<file path="src/sv/rpc_pkg.sv">
// ----------------------------------------------------------------------------
// rpc_pkg: shared types and constants for the radial probe clearance block
// Action and status codes, probe ring/direction tables, sequencer state and
// the request/response structs between the sequencer and the probe unit.
// ----------------------------------------------------------------------------
`default_nettype none

package rpc_pkg;

  localparam int DEF_MAX_BOXES  = 64;
  localparam int DEF_COORD_BITS = 24;

  localparam int RADIUS_W    = 12;
  localparam int R2_W        = 2 * RADIUS_W;
  localparam int ACTION_W    = 2;
  localparam int STATUS_W    = 2;
  localparam int CLR_W       = 10;
  localparam int BOX_COUNT_W = 7;

  localparam int RING_COUNT = 4;
  localparam int RING_W     = 2;
  localparam int DIR_W      = 3;
  localparam int PROBE_W    = RING_W + DIR_W;
  localparam int OFF_W      = 14;
  localparam int PROBE_LAT  = 4;
  localparam int DRAIN_W    = 2;

  localparam logic [RADIUS_W-1:0] RADIUS_RESET = 12'd80;
  localparam logic [CLR_W-1:0]    CLEAR_METRES = 10'd800;

  localparam logic [ACTION_W-1:0] ACT_CLEAR     = 2'd0;
  localparam logic [ACTION_W-1:0] ACT_ADD       = 2'd1;
  localparam logic [ACTION_W-1:0] ACT_QUERY     = 2'd2;
  localparam logic [ACTION_W-1:0] ACT_QUERY_ALT = 2'd3;

  localparam logic [STATUS_W-1:0] ST_CLEARED = 2'd0;
  localparam logic [STATUS_W-1:0] ST_STORED  = 2'd1;
  localparam logic [STATUS_W-1:0] ST_FULL    = 2'd2;
  localparam logic [STATUS_W-1:0] ST_ANSWER  = 2'd3;

  typedef enum logic [1:0] {
    S_IDLE,
    S_SCAN,
    S_DRAIN
  } state_t;

  typedef struct packed {
    logic               valid;
    logic [PROBE_W-1:0] probe;
  } probe_req_t;

  typedef struct packed {
    logic              valid;
    logic              hit;
    logic [RING_W-1:0] ring;
  } probe_res_t;

  // ring radius in eighths of a metre, axis or diagonal component
  function automatic logic signed [OFF_W-1:0] ring_offset(input logic [RING_W-1:0] ring,
                                                          input logic diag);
    logic signed [OFF_W-1:0] off;
    unique case (ring)
      2'd0: off = diag ? 14'sd566  : 14'sd800;
      2'd1: off = diag ? 14'sd1131 : 14'sd1600;
      2'd2: off = diag ? 14'sd2263 : 14'sd3200;
      2'd3: off = diag ? 14'sd3394 : 14'sd4800;
    endcase
    return off;
  endfunction

  // sign of cos for direction k*45 deg: +1, 0, -1
  function automatic logic signed [1:0] dir_cos(input logic [DIR_W-1:0] dir);
    logic signed [1:0] s;
    unique case (dir)
      3'd0, 3'd1, 3'd7: s = 2'sd1;
      3'd2, 3'd6:       s = 2'sd0;
      default:          s = -2'sd1;
    endcase
    return s;
  endfunction

  function automatic logic signed [1:0] dir_sin(input logic [DIR_W-1:0] dir);
    logic signed [1:0] s;
    unique case (dir)
      3'd1, 3'd2, 3'd3: s = 2'sd1;
      3'd0, 3'd4:       s = 2'sd0;
      default:          s = -2'sd1;
    endcase
    return s;
  endfunction

  function automatic logic [CLR_W-1:0] first_ring_metres(input logic [RING_COUNT-1:0] hits);
    logic [CLR_W-1:0] m;
    if (hits[0]) begin
      m = 10'd100;
    end else if (hits[1]) begin
      m = 10'd200;
    end else if (hits[2]) begin
      m = 10'd400;
    end else if (hits[3]) begin
      m = 10'd600;
    end else begin
      m = CLEAR_METRES;
    end
    return m;
  endfunction

endpackage

`default_nettype wire

</file>
<file path="src/sv/rpc_probe_unit.sv">
// ----------------------------------------------------------------------------
// rpc_probe_unit: shared probe-versus-box contact test
// Four stages: probe point, per-axis clamp gap, squares, sum and radius compare.
// One probe/box pair enters per cycle.
// ----------------------------------------------------------------------------
`default_nettype none

module rpc_probe_unit
  import rpc_pkg::*;
#(
  parameter int COORD_BITS = DEF_COORD_BITS
) (
  input  wire logic                         clk,
  input  wire logic                         rst,
  input  wire probe_req_t                   req,
  input  wire logic signed [COORD_BITS-1:0] qx,
  input  wire logic signed [COORD_BITS-1:0] qy,
  input  wire logic signed [COORD_BITS-1:0] qz,
  input  wire logic        [R2_W-1:0]       r2,
  input  wire logic        [6*COORD_BITS-1:0] box,
  output probe_res_t                        res
);

  localparam int CW   = COORD_BITS + 2;
  localparam int GW   = CW - 1;
  localparam int SQW  = 2 * GW;
  localparam int SUMW = SQW + 2;
  localparam int CB   = COORD_BITS;

  function automatic logic signed [CW-1:0] sext(input logic signed [CB-1:0] v);
    return {{2{v[CB-1]}}, v};
  endfunction

  function automatic logic [GW-1:0] gap(input logic signed [CW-1:0] p,
                                        input logic signed [CW-1:0] lo,
                                        input logic signed [CW-1:0] hi);
    logic signed [CW-1:0] dlo;
    logic signed [CW-1:0] dhi;
    logic        [GW-1:0] g;
    dlo = lo - p;
    dhi = p - hi;
    if (!dlo[CW-1] && dlo != '0) begin
      g = dlo[GW-1:0];
    end else if (!dhi[CW-1] && dhi != '0) begin
      g = dhi[GW-1:0];
    end else begin
      g = '0;
    end
    return g;
  endfunction

  logic                    s0_valid, s1_valid, s2_valid;
  logic [RING_W-1:0]       s0_ring, s1_ring, s2_ring;
  logic signed [CW-1:0]    s0_px, s0_py;
  logic [GW-1:0]           gx, gy, gz;
  logic [SQW-1:0]          sqx, sqy, sqz;

  logic [RING_W-1:0]       req_ring;
  logic [DIR_W-1:0]        req_dir;
  logic signed [OFF_W-1:0] off;
  logic signed [CW-1:0]    off_e;
  logic signed [CW-1:0]    dx, dy;
  logic [SUMW-1:0]         sum;

  assign req_ring = req.probe[PROBE_W-1 -: RING_W];
  assign req_dir  = req.probe[DIR_W-1:0];
  assign off      = ring_offset(req_ring, req_dir[0]);
  assign off_e    = {{(CW-OFF_W){off[OFF_W-1]}}, off};

  always_comb begin
    unique case (dir_cos(req_dir))
      2'sd1:   dx = off_e;
      -2'sd1:  dx = -off_e;
      default: dx = '0;
    endcase
    unique case (dir_sin(req_dir))
      2'sd1:   dy = off_e;
      -2'sd1:  dy = -off_e;
      default: dy = '0;
    endcase
  end

  assign sum = SUMW'(sqx) + SUMW'(sqy) + SUMW'(sqz);

  always_ff @(posedge clk) begin
    if (rst) begin
      s0_valid  <= 1'b0;
      s1_valid  <= 1'b0;
      s2_valid  <= 1'b0;
      res.valid <= 1'b0;
    end else begin
      s0_valid  <= req.valid;
      s1_valid  <= s0_valid;
      s2_valid  <= s1_valid;
      res.valid <= s2_valid;
    end
  end

  always_ff @(posedge clk) begin
    s0_ring  <= req_ring;
    s0_px    <= sext(qx) + dx;
    s0_py    <= sext(qy) + dy;

    s1_ring  <= s0_ring;
    gx       <= gap(s0_px,    sext(box[6*CB-1 -: CB]), sext(box[3*CB-1 -: CB]));
    gy       <= gap(s0_py,    sext(box[5*CB-1 -: CB]), sext(box[2*CB-1 -: CB]));
    gz       <= gap(sext(qz), sext(box[4*CB-1 -: CB]), sext(box[CB-1 -: CB]));

    s2_ring  <= s1_ring;
    sqx      <= gx * gx;
    sqy      <= gy * gy;
    sqz      <= gz * gz;

    res.ring <= s2_ring;
    res.hit  <= (sum <= SUMW'(r2));
  end

endmodule

`default_nettype wire

</file>
<file path="config.mk">
export PLATFORM = sky130hd
export DESIGN_NAME = rpc_probe_unit
export DESIGN_NICKNAME = d
export VERILOG_FILES = /design/src/sv/rpc_pkg.sv /design/src/sv/rpc_probe_unit.sv
export SDC_FILE = /design/constraint.sdc
export NUM_CORES = 2
export LEC_CHECK = 0
export BUFFER_PORTS_ARGS = -buffer_cell sky130_fd_sc_hd__clkbuf_2
export CAP_MARGIN = 25
export CORE_AREA = 5 5 439 441
export CTS_BUF_LIST = sky130_fd_sc_hd__clkbuf_8 sky130_fd_sc_hd__clkbuf_16
export DETAILED_ROUTE_END_ITERATION = 16
export DIE_AREA = 0 0 444 446
export GPL_ROUTABILITY_DRIVEN = 0
export PLACE_DENSITY_LB_ADDON = 0.25
export SYNTH_ARGS = -nofsm -noshare
export SYNTH_HDL_FRONTEND = slang
export SYNTH_SLANG_ARGS = --single-unit
</file>
<file path="constraint.sdc">
create_clock -name clk -period 9.35 [get_ports clk]
set_input_delay 0.4675 -clock clk [delete_from_list [all_inputs] [get_ports clk]]
set_output_delay 0.4675 -clock clk [all_outputs]
set_load 0.02 [all_outputs]
</file>
Word-level counts from Yosys, hierarchy flattened
Cells that the tools add are included.
{ "totals": {"reg_bits": 290, "in_bits": 248, "output_inout_bits": 4} }
{ "op_classes": {"addsub": 11, "multipliers": 3, "order_cmp": 1, "eq_ne": 13, "n_mux": 15, "reduce_logical": 24} }
{ "op_table": {"columns": ["op", "count"], "rows": [
  ["26-bit nonzero test", 6],
  ["25-bit by 25-bit multiplier with 50-bit output", 3],
  ["25-bit 2-to-1 mux", 6],
  ["26-bit case mux with 2 select lines", 2],
  ["14-bit case mux with 4 select lines", 1],
  ["24-bit by 26-bit adder with 26-bit output", 2],
  ["51-bit by 50-bit adder with 52-bit output", 1],
  ["52-bit by 24-bit less-or-equal comparator with 1-bit output", 1],
  ["24-bit by 26-bit subtractor with 26-bit output", 2],
  ["26-bit by 24-bit subtractor with 26-bit output", 2],
  ["50-bit by 50-bit adder with 51-bit output", 1],
  ["24-bit by 24-bit subtractor with 25-bit output", 2],
  ["14-bit negation with 26-bit output", 1],
  ["13-bit 2-to-1 mux", 1],
  ["11-bit 2-to-1 mux", 1],
  ["10-bit 2-to-1 mux", 1],
  ["3-bit equality test (second input constant)", 3],
  ["9-bit 2-to-1 mux", 1],
  ["2-bit equality test (second input constant)", 4],
  ["2-bit case mux with 2 select lines", 2],
  ["2-bit by 1-bit equality test with 1-bit output (second input constant)", 3],
  ["3-bit by 2-bit equality test with 1-bit output (second input constant)", 2],
  ["1-bit logical AND", 6],
  ["1-bit zero test", 6],
  ["other kinds (5)", 7]
]} }

Longest topological paths before layout
{ "depth": {"word_depth": 6, "depth_mapped": 31, "depth_no_buf": 29} }

Worst setup path after synthesis
OpenSTA, ideal clock, no wires.
{ "synth_path": {"path_kind": "register to register", "start": "register gy[9]", "end": "register sqy[48]", "setup_time_ps": 118, "arrival_time_ps": 7502, "required_time_ps": 9232, "slack_ps": 1730, "path_stages_with_launch": 30, "path_cell_list": "dfxtp_1 -> clkbuf_1 -> clkbuf_1 -> nand2_1 -> fa_1 -> inv_1 -> fa_1 -> fa_1 -> inv_1 -> fa_1 -> inv_1 -> fa_1 -> fa_1 -> inv_1 -> fa_1 -> inv_1 -> ha_1 -> clkbuf_1 -> a21o_1 -> a21oi_1 -> o21ai_0 -> a221oi_1 -> o221a_2 -> o21ai_1 -> a41oi_1 -> a21oi_1 -> a221oi_1 -> o21ai_1 -> a311o_1 -> xor2_1"} }
{ "synth_via": {"elab_chain_cells": 1} }
{ "synth_lines": {"columns": ["element", "line", "source"], "rows": [
  ["start: declaration", "rpc_probe_unit.sv:55", "logic [GW-1:0] gx, gy, gz;"],
  ["start signal: assignment", "rpc_probe_unit.sv:106", "gy <= gap(s0_py, sext(box[5*CB-1 -: CB]), sext(box[2*CB-1 -: CB]));"],
  ["25-bit by 25-bit multiplier with 50-bit output", "rpc_probe_unit.sv:111", "sqy <= gy * gy;"],
  ["end signal: assignment", "rpc_probe_unit.sv:111", null],
  ["end: declaration", "rpc_probe_unit.sv:56", "logic [SQW-1:0] sqx, sqy, sqz;"]
]} }
No other way between the ends.
A chain may end at the register's enable or synchronous reset.

Worst setup path after layout
{ "layout_path": {"start": "register gz[3]", "end": "register sqz[46]"} }
{ "layout_via": {"elab_chain_cells": 1} }
{ "layout_lines": {"columns": ["element", "line", "source"], "rows": [
  ["start: declaration", "rpc_probe_unit.sv:55", null],
  ["start signal: assignment", "rpc_probe_unit.sv:107", "gz <= gap(sext(qz), sext(box[4*CB-1 -: CB]), sext(box[CB-1 -: CB]));"],
  ["25-bit by 25-bit multiplier with 50-bit output", "rpc_probe_unit.sv:112", "sqz <= gz * gz;"],
  ["end signal: assignment", "rpc_probe_unit.sv:112", null],
  ["end: declaration", "rpc_probe_unit.sv:56", null]
]} }
No other way between the ends.

==> impl_metrics.py <==
metrics = {
    "run_status": {
        "status": "complete, no violations",
    },
    "yosys": {
        "synth_xor_area_share_pct": 4.24,
        "ys_types": 94,
        "synth_top_family_by_area": "adder cells",
        "synth-adder-area-share_pct": 52.9,
        "synthMuxAreaShare_pct": 1.03,
        "synthCells": 8471,
        "yosysTopAreaCell": "fa_1",
        "synth.area.top_cells": "fa_1 39%, ha_1 14%, inv_1 11%, dfxtp_1 7.7%, nand2_1 3.6%",
        "synth_warnings": 0,
        "synth_edf_count": 0,
        "synth_area_um2": 74800,
        "synth_compound_area_share_pct": 9.42,
        "synthSimpleGateAreaFrac_pct": 12.2,
        "ys_seq_area_share_pct": 7.68,
        "synth.avg_cell_area_um2": 8.84,
        "synth_top_area_share_pct": 39.0,
        "async_reset_ff_share_pct": 0,
        "synth-main-ff-cell": "dfxtp_1",
        "synth-seq-cells": 287,
    },
    "timing": {
        "finalSetupViolCount": 0,
        "fin_crit_sh_pct": 91.8,
        "report.final.slew_viol_count": 0,
        "rsz0062_at_grt": "false",
        "fmaxAchievable_mhz": 117,
        "skew_ns": 0.0293,
        "relSlewSlack_pct": 31.0,
        "hold_violations": 0,
        "worstMarginPinSlew_ns": 1.03,
        "finalSetupTns_ns": 0,
        "post-route-min-period_ns": 8.58,
    },
    "clocking": {
        "cts_root_buffer": "clkbuf_16",
        "cts_resized": 0,
        "htreeDepth": 2,
        "cts_buffers": 43,
        "clkTransAtPathRegs_ns": 0.06,
        "cts_tree": "done",
        "clock_latency_ns": 0.63,
        "cts_buffer_depth": 3,
        "post_cts_buffers": 0,
        "hold_buffers": 1,
        "cts_sinks": 287,
    },
    "routing": {
        "drcViolationCount": 0,
        "dr_total_vias": 55800,
        "avgRoutedWirePerCell_um": 18.1,
        "routed_wl_um": 203000,
        "viasPerCell": 4.97,
        "dr.first_iter.drc_count": 2889,
        "dr.pass1.iters": 5,
        "detail-route-antenna-nets": 0,
    },
    "floorplanning": {
        "dieWidth_um": 444,
        "row_count": 160,
        "die_h_um": 446,
        "ioPinCount": 252,
        "initial_core_util_pct": 39.6,
        "dieArea_um2": 198000,
        "coreArea_um2": 189000,
    },
    "layout": {
        "drive_above_1_share_pct": 5.66,
        "nets": 11200,
        "fillers": 18700,
        "seqCellArea_um2": 5750,
        "synthToLayoutAreaGrowth_pct": 7.88,
        "final_cell_mix": "2,279 x inv_1, 1,458 x fa_1, 831 x ha_1",
        "final_common_cell": "inv_1",
        "multi_input_area_um2": 59800,
    },
    "placement": {
        "dp_hpwl_um": 175000,
        "io_buffer_count": 251,
    },
    "run": {
        "drv_cap": 0,
    },
    "worst_setup_path": {
        "r2r_cells": 26,
        "critPathMaxFanout": 9,
        "path_class": "reg -> reg",
        "cp_data_required_time_ns": 9.84,
        "worstPathArrival_ns": 9.07,
        "start_kind": "flop",
        "worst_setup_path_end_kind": "flop",
    },
    "hold_path": {
        "worstHoldPathCells": 2,
        "min_path_type": "in -> reg",
    },
    "grt": {
        "grt_usage_pct": 20.6,
        "grt_start_max_net_pins": 32,
        "overflow": 0,
        "grt_first_pass_wirelength_um": 325000,
        "first_global_vias": 60400,
        "grt_antenna_before_repair": 19,
    },
}
## worst paths after layout
path	startpoint	endpoint	slack, ns
worst max-delay path	gz[3]	sqz[46]	0.77
worst min-delay path	req[5]	s0_valid	0.05
worst max register to register	gz[3]	sqz[46]	0.77
worst min register to register	s0_ring[0]	s1_ring[0]	0.32
## cell type report
class	count	share of cell area [%]
Sequential cell	287	7.12
Multi-Input combinational cell	5699	74.0
Inverter	2274	10.6
Antenna cell	15	0.0465
Timing Repair Buffer	360	2.57
Clock inverter	29	0.318
Tap cell	2511	3.89
Clock buffer	49	1.45
## synthesized netlist by cell type, drive strengths merged, types with 11 or more instances
master / number
and2: 371
inv: 2273
nor2b: 63
nand3b: 11
fa: 1458
or3: 17
nand2b: 82
a221oi: 11
o211ai: 26
ha: 831
xnor2: 244
a31o: 12
nand2: 727
nor4: 14
nor3: 67
nand3: 73
xor2: 118
a21o: 165
dfxtp: 287
and3: 46
o21a: 61
clkbuf: 200
a311oi: 11
o21bai: 37
nor2: 313
a211oi: 39
a211o: 16
or2: 19
o31ai: 25
a21oi: 307
o22ai: 14
buf: 13
o21ai: 198
nand4: 51
a31oi: 40
mux2i: 66
## state kept, by name, indices dropped and copies added, names as in the netlist
signal,count
s0_py,26
s0_valid,1
sqz,49
sqx,49
sqy,49
s2_ring,2
gy,25
s0_ring,2
s0_px,26
gx,25
res,4
s2_valid,1
s1_valid,1
s1_ring,2
gz,25
## metal layers
metal	global-route usage, %	vias to the layer above	share of wire, %
met5	0	-	0
met1	27.2	27800	43
li1	-	26400	-
met3	2.47	266	4.9
met4	7.14	0	3.9
met2	35.2	1338	48
## stage by stage
step	area, µm²	util (%)	std cells	worst slack, ns	hold slack (ns)
after floorplan	74800	-	8473	1.73	0.310
after global placement	79300	42.0	11100	0.815	0.310
after detailed placement	79300	42.0	11100	0.766	0.313
after CTS	80700	42.7	11200	0.750	0.000326
after global routing	80700	42.8	11200	0.249	0.0347
final	80700	42.8	11200	0.768	0.0504
## cells by family after synthesis
family	after synthesis
buffers and inverters	2487
adders and majority gates	2289
muxes	76
xor gates and xnor gates	362
DFF	287
and+or+nand+nor	1889
other	2
AOI/OAI and AO/OA	1079
## critical path, stage by stage (launching register included)
cell and delay [ns]:
dfxtp_1 0.62, inv_1 0.35, nor2_1 0.26, inv_1 0.08, fa_1 0.51, inv_1 0.06
fa_1 0.51, fa_1 0.55, ha_1 0.13, inv_1 0.04, fa_1 0.47, inv_1 0.06
fa_1 0.54, fa_1 0.41, ha_1 0.38, a211oi_1 0.32, nand2_1 0.17, a2111oi_0 0.74
nor3_1 0.18, nor2_1 0.31, o31ai_1 0.20, a221oi_1 0.46, o21ai_0 0.22, a21oi_1 0.38
or3_1 0.20, a31oi_1 0.10, xor2_1 0.17
Power is not shown: default switching activity piles up to over one toggle a cycle in this logic, so the estimate is an artifact.
