`config.mk`:
```
export PLATFORM = sky130hd
export DESIGN_NAME = rpc_ctrl
export DESIGN_NICKNAME = d
export VERILOG_FILES = /design/src/sv/rpc_pkg.sv /design/src/sv/rpc_ctrl.sv
export SDC_FILE = /design/constraint.sdc
export NUM_CORES = 1
export LEC_CHECK = 0
export BUFFER_PORTS_ARGS = -buffer_cell sky130_fd_sc_hd__buf_4
export CAP_MARGIN = 20
export CORE_ASPECT_RATIO = 1.75
export CORE_MARGIN = 4
export CORE_UTILIZATION = 35
export CTS_BUF_LIST = sky130_fd_sc_hd__clkbuf_4 sky130_fd_sc_hd__clkbuf_8
export CTS_CLUSTER_DIAMETER = 60
export DETAILED_ROUTE_END_ITERATION = 10
export GPL_ROUTABILITY_DRIVEN = 0
export GPL_TIMING_DRIVEN = 0
export SYNTH_ARGS = -nofsm -noshare
export SYNTH_HDL_FRONTEND = slang
export SYNTH_SLANG_ARGS = --single-unit
```
`constraint.sdc`:
```
create_clock -name clk -period 28.2 [get_ports clk]
set_input_delay 2.82 -clock clk [delete_from_list [all_inputs] [get_ports clk]]
set_output_delay 2.82 -clock clk [all_outputs]
set_load 0.05 [all_outputs]
```
`src/sv/rpc_pkg.sv`:
```
// ----------------------------------------------------------------------------
// rpc_pkg: shared types and constants for the radial probe clearance block
// Action and status codes, probe ring/direction tables, sequencer state and
// the request/response structs between the sequencer and the probe unit.
// ----------------------------------------------------------------------------
`default_nettype none

package rpc_pkg;

  localparam int DEF_MAX_BOXES  = 64;
  localparam int DEF_COORD_BITS = 24;

  localparam int RADIUS_W    = 12;
  localparam int R2_W        = 2 * RADIUS_W;
  localparam int ACTION_W    = 2;
  localparam int STATUS_W    = 2;
  localparam int CLR_W       = 10;
  localparam int BOX_COUNT_W = 7;

  localparam int RING_COUNT = 4;
  localparam int RING_W     = 2;
  localparam int DIR_W      = 3;
  localparam int PROBE_W    = RING_W + DIR_W;
  localparam int OFF_W      = 14;
  localparam int PROBE_LAT  = 4;
  localparam int DRAIN_W    = 2;

  localparam logic [RADIUS_W-1:0] RADIUS_RESET = 12'd80;
  localparam logic [CLR_W-1:0]    CLEAR_METRES = 10'd800;

  localparam logic [ACTION_W-1:0] ACT_CLEAR     = 2'd0;
  localparam logic [ACTION_W-1:0] ACT_ADD       = 2'd1;
  localparam logic [ACTION_W-1:0] ACT_QUERY     = 2'd2;
  localparam logic [ACTION_W-1:0] ACT_QUERY_ALT = 2'd3;

  localparam logic [STATUS_W-1:0] ST_CLEARED = 2'd0;
  localparam logic [STATUS_W-1:0] ST_STORED  = 2'd1;
  localparam logic [STATUS_W-1:0] ST_FULL    = 2'd2;
  localparam logic [STATUS_W-1:0] ST_ANSWER  = 2'd3;

  typedef enum logic [1:0] {
    S_IDLE,
    S_SCAN,
    S_DRAIN
  } state_t;

  typedef struct packed {
    logic               valid;
    logic [PROBE_W-1:0] probe;
  } probe_req_t;

  typedef struct packed {
    logic              valid;
    logic              hit;
    logic [RING_W-1:0] ring;
  } probe_res_t;

  // ring radius in eighths of a metre, axis or diagonal component
  function automatic logic signed [OFF_W-1:0] ring_offset(input logic [RING_W-1:0] ring,
                                                          input logic diag);
    logic signed [OFF_W-1:0] off;
    unique case (ring)
      2'd0: off = diag ? 14'sd566  : 14'sd800;
      2'd1: off = diag ? 14'sd1131 : 14'sd1600;
      2'd2: off = diag ? 14'sd2263 : 14'sd3200;
      2'd3: off = diag ? 14'sd3394 : 14'sd4800;
    endcase
    return off;
  endfunction

  // sign of cos for direction k*45 deg: +1, 0, -1
  function automatic logic signed [1:0] dir_cos(input logic [DIR_W-1:0] dir);
    logic signed [1:0] s;
    unique case (dir)
      3'd0, 3'd1, 3'd7: s = 2'sd1;
      3'd2, 3'd6:       s = 2'sd0;
      default:          s = -2'sd1;
    endcase
    return s;
  endfunction

  function automatic logic signed [1:0] dir_sin(input logic [DIR_W-1:0] dir);
    logic signed [1:0] s;
    unique case (dir)
      3'd1, 3'd2, 3'd3: s = 2'sd1;
      3'd0, 3'd4:       s = 2'sd0;
      default:          s = -2'sd1;
    endcase
    return s;
  endfunction

  function automatic logic [CLR_W-1:0] first_ring_metres(input logic [RING_COUNT-1:0] hits);
    logic [CLR_W-1:0] m;
    if (hits[0]) begin
      m = 10'd100;
    end else if (hits[1]) begin
      m = 10'd200;
    end else if (hits[2]) begin
      m = 10'd400;
    end else if (hits[3]) begin
      m = 10'd600;
    end else begin
      m = CLEAR_METRES;
    end
    return m;
  endfunction

endpackage

`default_nettype wire

```
`src/sv/rpc_ctrl.sv`:
```
// ----------------------------------------------------------------------------
// rpc_ctrl: command sequencer
// Decodes clear/add/query, keeps the box count and radius register, walks
// every stored box against all 32 probes and folds the ring hits.
// ----------------------------------------------------------------------------
`default_nettype none

module rpc_ctrl
  import rpc_pkg::*;
#(
  parameter int MAX_BOXES  = DEF_MAX_BOXES,
  parameter int COORD_BITS = DEF_COORD_BITS,
  parameter int AW         = (MAX_BOXES > 1) ? $clog2(MAX_BOXES) : 1,
  parameter int CNTW       = $clog2(MAX_BOXES + 1)
) (
  input  wire logic                         clk,
  input  wire logic                         rst,
  input  wire logic                         start,
  input  wire logic [ACTION_W-1:0]          action,
  input  wire logic signed [COORD_BITS-1:0] query_x,
  input  wire logic signed [COORD_BITS-1:0] query_y,
  input  wire logic signed [COORD_BITS-1:0] query_z,
  input  wire logic                         cfg_we,
  input  wire logic [RADIUS_W-1:0]          cfg_data,
  input  wire probe_res_t                   res,
  output logic                              busy,
  output logic                              mem_we,
  output logic [AW-1:0]                     waddr,
  output logic [AW-1:0]                     raddr,
  output probe_req_t                        req,
  output logic signed [COORD_BITS-1:0]      qx,
  output logic signed [COORD_BITS-1:0]      qy,
  output logic signed [COORD_BITS-1:0]      qz,
  output logic [R2_W-1:0]                   r2,
  output logic                              done,
  output logic [STATUS_W-1:0]               status,
  output logic [CLR_W-1:0]                  clearance_m,
  output logic [BOX_COUNT_W-1:0]            box_count
);

  state_t                state, state_next;
  logic [CNTW-1:0]       count, count_next;
  logic [AW-1:0]         box_idx, box_idx_next;
  logic [PROBE_W-1:0]    probe, probe_next;
  logic [RING_COUNT-1:0] hits, hits_next, res_hits;
  logic [DRAIN_W-1:0]    drain, drain_next;
  logic                  done_next;
  logic [STATUS_W-1:0]   status_next;
  logic [CLR_W-1:0]      clr_next;
  logic [RADIUS_W-1:0]   body_radius;
  logic                  query_load;

  assign busy      = (state != S_IDLE);
  assign waddr     = count[AW-1:0];
  assign raddr     = box_idx;
  assign box_count = BOX_COUNT_W'(count);
  assign res_hits  = (res.valid && res.hit) ? (RING_COUNT'(1) << res.ring) : '0;

  always_ff @(posedge clk) begin
    if (rst) begin
      state       <= S_IDLE;
      count       <= '0;
      box_idx     <= '0;
      probe       <= '0;
      hits        <= '0;
      drain       <= '0;
      done        <= 1'b0;
      status      <= ST_CLEARED;
      clearance_m <= '0;
      body_radius <= RADIUS_RESET;
    end else begin
      state       <= state_next;
      count       <= count_next;
      box_idx     <= box_idx_next;
      probe       <= probe_next;
      hits        <= hits_next;
      drain       <= drain_next;
      done        <= done_next;
      status      <= status_next;
      clearance_m <= clr_next;
      if (cfg_we) begin
        body_radius <= cfg_data;
      end
    end
  end

  always_ff @(posedge clk) begin
    if (query_load) begin
      qx <= query_x;
      qy <= query_y;
      qz <= query_z;
      r2 <= R2_W'(body_radius) * R2_W'(body_radius);
    end
  end

  always_comb begin
    state_next   = state;
    count_next   = count;
    box_idx_next = box_idx;
    probe_next   = probe;
    hits_next    = hits | res_hits;
    drain_next   = drain;
    done_next    = 1'b0;
    status_next  = status;
    clr_next     = clearance_m;
    mem_we       = 1'b0;
    query_load   = 1'b0;
    req.valid    = 1'b0;
    req.probe    = probe;
    unique case (state)
      S_IDLE: begin
        if (start) begin
          unique case (action) inside
            ACT_CLEAR: begin
              count_next  = '0;
              done_next   = 1'b1;
              status_next = ST_CLEARED;
              clr_next    = '0;
            end
            ACT_ADD: begin
              done_next = 1'b1;
              clr_next  = '0;
              if (count < CNTW'(MAX_BOXES)) begin
                mem_we      = 1'b1;
                count_next  = count + CNTW'(1);
                status_next = ST_STORED;
              end else begin
                status_next = ST_FULL;
              end
            end
            ACT_QUERY, ACT_QUERY_ALT: begin
              query_load = 1'b1;
              if (count == '0) begin
                done_next   = 1'b1;
                status_next = ST_ANSWER;
                clr_next    = CLEAR_METRES;
              end else begin
                state_next   = S_SCAN;
                box_idx_next = '0;
                probe_next   = '0;
                hits_next    = '0;
              end
            end
          endcase
        end
      end
      S_SCAN: begin
        req.valid  = 1'b1;
        probe_next = probe + PROBE_W'(1);
        if (probe == '1) begin
          box_idx_next = box_idx + AW'(1);
          if (CNTW'(box_idx) == count - CNTW'(1)) begin
            state_next = S_DRAIN;
            drain_next = DRAIN_W'(PROBE_LAT - 1);
          end
        end
      end
      S_DRAIN: begin
        drain_next = drain - DRAIN_W'(1);
        if (drain == '0) begin
          state_next  = S_IDLE;
          done_next   = 1'b1;
          status_next = ST_ANSWER;
          clr_next    = first_ring_metres(hits | res_hits);
        end
      end
      default: state_next = S_IDLE;
    endcase
  end

`ifndef SYNTHESIS
  a_count_max: assert property (@(posedge clk) disable iff (rst)
    count <= CNTW'(MAX_BOXES))
    else $error("box count above table size");

  a_scan_in_range: assert property (@(posedge clk) disable iff (rst)
    (state == S_SCAN) |-> (CNTW'(box_idx) < count))
    else $error("scan reads past stored boxes");

  a_res_in_query: assert property (@(posedge clk) disable iff (rst)
    res.valid |-> (state == S_SCAN || state == S_DRAIN))
    else $error("probe result outside a query");

  a_clear_result: assert property (@(posedge clk) disable iff (rst)
    (start && !busy && action == ACT_CLEAR) |=>
      (done && status == ST_CLEARED && count == '0))
    else $error("clear did not answer next cycle");

  a_done_idle: assert property (@(posedge clk) disable iff (rst)
    done |-> (state == S_IDLE))
    else $error("result strobe while sequencer active");
`endif

endmodule

`default_nettype wire

```
# Word-level counts from Yosys, hierarchy flattened
# Index checks and enable logic that the tools add are counted.
# op_classes
mux	54
n_shift	1
order_cmp	1
eq_ne	15
multipliers	1
add_sub_neg	5
bitwise	1
n_reduce_logical	18
# op_table
cell	count
2-to-1 mux 10 bit	6
case mux 10 bit (2 select lines)	2
multiplier 12 x 12 -> 24 bit	1
2-to-1 mux 2 bit	12
2-to-1 mux 6 bit	4
2-to-1 mux 4 bit	5
2-to-1 mux 5 bit	3
case mux 7 bit (2 select lines)	1
case mux 2 bit (3 select lines)	2
case mux 6 bit (2 select lines)	1
AND reduction 4 bit	3
2-to-1 mux 1 bit	11
inequality test 2 bit, second input constant	5
case mux 5 bit (2 select lines)	1
nonzero test 2 bit	5
2-to-1 mux 9 bit	1
case mux 2 bit (2 select lines)	2
adder 7 x 1 -> 7 bit, second input constant	1
equality test 6 x 7 -> 1 bit	1
zero test 7 bit	1
less-than comparator 7 bit, second input constant	1
2-to-1 mux 7 bit	1
subtractor 7 x 1 -> 7 bit, second input constant	1
adder 6 x 1 -> 6 bit, second input constant	1
other kinds (16)	24
# totals
ff_bits	147
out_inout_bits	136
word_cells	110
inputBits	94

# Depth between registers and ports, before layout
# logic_depth
word_depth	9
depth_mapped	21
ltp_nobuf	20

# Least setup slack after synthesis
# No wires, ideal clock.
# synth_timing
path_type	input to register
from	input action[1]
to	register box_idx[4] (netlist: raddr[4])
cell_stages	6
path_buffers	0
required_ns	28.060
setup_ns	0.140
slack_ns	14.064
arrival_time_ns	13.996
path_cell_list	nor4bb_1 > o31ai_1 > nand2_1 > nand4_1 > xor2_1 > nor2_1
# synth_via
elab_chain_cells	4
elab_cells_between_ends	5
cone_classes	3 x eq/ne; 2 x reduce/logical
# synth_lines
item	line_no	source
start, declared	rpc_ctrl.sv:19	input wire logic [ACTION_W-1:0] action,
equality test 2 bit (no line)	-	
OR reduction 2 bit *	rpc_ctrl.sv:113	unique case (action) inside
inequality test 2 x 1 -> 1 bit (no line) *	-	
AND reduction 5 bit (no line) *	-	
end signal, assigned	rpc_ctrl.sv:74	box_idx <= box_idx_next;
end, declared	rpc_ctrl.sv:43	logic [AW-1:0] box_idx, box_idx_next;
# Every way passes the cells marked *; elsewhere a longest branch is shown, timed or not.
# A chain may end at the register's enable or synchronous reset.

# Worst setup path in the final report
# layout_timing
from	input action[1]
to	output mem_we
# layout_via
elab_chain_cells	4
# layout_lines
item	line_no	source
equality test 2 x 1 -> 1 bit (no line)	-	
2-to-1 mux 1 bit	rpc_ctrl.sv:113	
2-to-1 mux 1 bit	rpc_ctrl.sv:112	if (start) begin
2-to-1 mux 1 bit	rpc_ctrl.sv:110	unique case (state)
end, declared	rpc_ctrl.sv:27	output logic mem_we,
# Every way passes these cells.

==> flow_metrics.env <==
export IMPL_grt_pass1_wl_um=34400
export IMPL_pre_cts_slack_ns=21.45
export IMPL_final_nets=1338
export IMPL_drcViolationCount=0
export IMPL_finalHoldViolCount=0
export IMPL_cts_hold_buf=0
export IMPL_synth_top_family_by_area="adder cells"
export IMPL_vias=6679
export IMPL_synth_area_per_cell_sq_um=10.9
export IMPL_synth_simple_gate_area_share_pct=11.4
export IMPL_synth_top_area_share_pct=30.9
export IMPL_antenna_cells=0
export IMPL_cts_tree="done"
export IMPL_place_port_buffers=223
export IMPL_antenna_found_initial=0
export IMPL_synthMuxAreaShare_pct=1.78
export IMPL_hold_class="flop to flop"
export IMPL_post_route_period_util_pct=23.9
export IMPL_clkTransAtPathRegs_ns=0.09
export IMPL_tightest_slew_ns=1.03
export IMPL_syn_cell_area_sq_um=9230
export IMPL_io_pins=230
export IMPL_yosysUniqueCellTypes=56
export IMPL_drt_first_iter_violations=145
export IMPL_via_per_inst=4.67
export IMPL_post_cts_setup_buffers=0
export IMPL_power_leakage_nw=5.55
export IMPL_synth_compound_area_share_pct=6.45
export IMPL_critical_path_class="input pin to output pin"
export IMPL_wl_per_cell_um=15.2
export IMPL_ys_top_cells_by_area="edfxtp_1 (31%), fa_1 (18%), dfxtp_1 (11%)"
export IMPL_drive_gt1_share_pct=26.0
export IMPL_synth_xor_area_share_pct=3.70
export IMPL_dp_hpwl_um=18200
export IMPL_async_flop_share_pct=0
export IMPL_synth_top_cell_by_area="edfxtp_1"
export IMPL_ctsRootBufferMaster="clkbuf_8"
export IMPL_synth_edff_count=95
export IMPL_grt_max_degree=17
export IMPL_postRouteAntennaNets=0
export IMPL_cts_sinks=144
export IMPL_final_setup_worst_slack_ns=21.45
export IMPL_rsz0062_at_grt="no"
export IMPL_drtPass1Iterations=4
export IMPL_yosys_warnings=0
export IMPL_synthAdderAreaFrac_pct=26.5
export IMPL_r2r_start="body_radius[9]$_SDFFE_PP0P_"
export IMPL_routed_wl_um=21800
export IMPL_outcome="completed"
export IMPL_numCtsBuffers=17
export IMPL_die_area_sq_um=29100
export IMPL_endpoint="mem_we"
export IMPL_start_util_pct=35.6
export IMPL_r2r_setup_slack_ns=21.95
export IMPL_fill_cells=2525
export IMPL_die_h_um=223
export IMPL_cp_end_kind="output pin"
export IMPL_setup_viol=0
export IMPL_worstPathMaxFanout=7
export IMPL_setup_tns_ns=0
export IMPL_drv_slew=0
export IMPL_clock_skew_final_ns=0.0122
export IMPL_required_ns=25.38
export IMPL_cp_arrival_ns=3.93
export IMPL_synth_top_flop_cell="edfxtp_1"
export IMPL_maxSlewHeadroom_pct=30.4
export IMPL_startpoint_type="input pin"
export IMPL_core_sq_um=26000
export IMPL_r2r_end="r2[22]$_DFFE_PP_"
export IMPL_area_delta_synth_final_pct=27.6
export IMPL_r2r_cells=17
export IMPL_clock_latency_ns=0.47
export IMPL_track_usage_pct=15.2
export IMPL_drv_cap=0
export IMPL_ys_seq_area_share_pct=41.5
export IMPL_synth_cells=847
export IMPL_min_period_ns=6.75
export IMPL_cts_max_level=4
export IMPL_power_uw=597
export IMPL_ctsLongestPathBuffers=2
export IMPL_post_route_util_pct=45.4
export IMPL_grt_pass1_vias=6942
export IMPL_synth_seq_cells=144
export IMPL_p_per_area_nw_per_um2=50.7
export IMPL_fmax_mhz=148
export IMPL_globalRouteOverflowTotal=0
export IMPL_rows=78
export IMPL_vdd_drop_max_mv=0.0288
export IMPL_post_cts_resized=0
export IMPL_crit_start="action[1]"
export IMPL_chipWidth_um=131
power by group:
part / internal, mW / leakage, nW / switching [mW]
Sequential: 0.243 / 1.29 / 0.00497
Clock: 0.0631 / 0.178 / 0.0879
Combinational: 0.0748 / 4.08 / 0.123
Total: 0.381 / 5.55 / 0.216
cells in the final DEF, fill, tap and decap left out, types with 4 or more instances in the layout:
| cell | netlist | routed |
|---|---|---|
| clkbuf_1 | 21 | 21 |
| a211oi_1 | 4 | 4 |
| nand2_1 | 56 | 56 |
| o21a_1 | 5 | 5 |
| o21ai_0 | 14 | 14 |
| clkbuf_8 | 0 | 17 |
| inv_6 | 0 | 6 |
| buf_4 | 10 | 233 |
| edfxtp_1 | 95 | 95 |
| mux2i_1 | 13 | 13 |
| nor2b_1 | 7 | 7 |
| a21o_1 | 4 | 4 |
| xnor2_1 | 20 | 20 |
| buf_8 | 0 | 4 |
| or3_1 | 5 | 5 |
| dfxtp_1 | 49 | 49 |
| nor2_1 | 52 | 52 |
| or2_2 | 5 | 5 |
| a31oi_1 | 6 | 6 |
| nand4_1 | 7 | 7 |
| nor3_1 | 9 | 9 |
| xor2_1 | 19 | 19 |
| and3_1 | 7 | 7 |
| inv_1 | 162 | 162 |
| ha_1 | 64 | 64 |
| and2_1 | 40 | 40 |
| a21oi_1 | 33 | 33 |
| nand3_1 | 9 | 9 |
| buf_6 | 2 | 5 |
| clkinv_4 | 0 | 5 |
| fa_1 | 82 | 82 |
worst min-delay path by stage:
stage,from,end,slack [ns],cells past startpoint
finish,clearance_m[5]$_SDFFE_PP0P_,clearance_m[5]$_SDFFE_PP0P_,0.46,2
global route,clearance_m[6]$_SDFFE_PP0P_,clearance_m[6]$_SDFFE_PP0P_,0.50,2
CTS,clearance_m[5]$_SDFFE_PP0P_,clearance_m[5]$_SDFFE_PP0P_,0.46,2
detailed placement,clearance_m[5]$_SDFFE_PP0P_,clearance_m[5]$_SDFFE_PP0P_,0.45,2
global placement,clearance_m[5]$_SDFFE_PP0P_,clearance_m[5]$_SDFFE_PP0P_,0.45,2
floorplan,drain[1]$_SDFFE_PP0P_,drain[1]$_SDFFE_PP0P_,0.44,2
state kept, by name (all words and copies together) (netlist names):
register     flops
qz              24
qy              24
state            2
body_radius     12
box_count        7
qx              24
drain            2
clearance_m      8
status           2
hits             4
probe            5
raddr            6
r2              23
done             1
stage by stage:
step	instances	hold WS, ns	instance area (sq um)
3_5_place_dp	1399	0.446	11400
5_1_grt	1431	0.500	11800
3_3_place_gp	1392	0.446	11300
2_1_floorplan	849	0.439	9240
4_1_cts	1431	0.459	11800
6_report	1431	0.457	11800
per-layer routing:
metal | routed length [um] | GRT usage, % | up-vias
met1 | 7690 | 14.7 | 3180
met3 | 1680 | 4.04 | 25
met4 | 533 | 6.51 | 0
li1 | - | - | 3259
met2 | 11900 | 29.1 | 215
met5 | 0 | 0 | -
final cells by class:
| class | instances | area, sq um | area share [%] |
|---|---|---|---|
| well taps | 320 | 400 | 3.40 |
| repair buffers | 230 | 1770 | 15.0 |
| plain buffers | 35 | 185 | 1.57 |
| clock inverters | 15 | 126 | 1.07 |
| flip-flops and latches | 144 | 3830 | 32.5 |
| inverters | 162 | 608 | 5.16 |
| clock buffers | 17 | 234 | 1.99 |
| multi-input cells | 508 | 4630 | 39.3 |
synth_stat cells (all sizes together), types with 4 or more instances:
cell type and number:
a21oi 34, o21a 5, a21o 4, or2 5, dfxtp 49, ha 64, nor3 9, edfxtp 95
and2 40, or3 6, nor2 52, xnor2 20, inv 162, a31oi 6, clkbuf 21, buf 14
xor2 19, fa 82, o21ai 15, a211oi 4, nor2b 7, nand2 56, nand3 9, and3 7
mux2i 13, nand4 7
worst max-delay path, cell delays in order:
cell and delay, ns:
buf_4 0.14, or4b_2 0.64, nor2_1 0.12, buf_4 0.20
cell families (layout without fill, tap and decap cells):
kind of cell               count (synthesis)  count (layout)
and+or+nand+nor                          211             211
buffers and inverters                    197             459
adders and majority gates                146             146
DFF                                      144             144
AOI/OAI and AO/OA                         93              93
xor gates and xnor gates                  39              39
muxes                                     16              16
other                                      1               3
(Power assumes the default switching activity.)
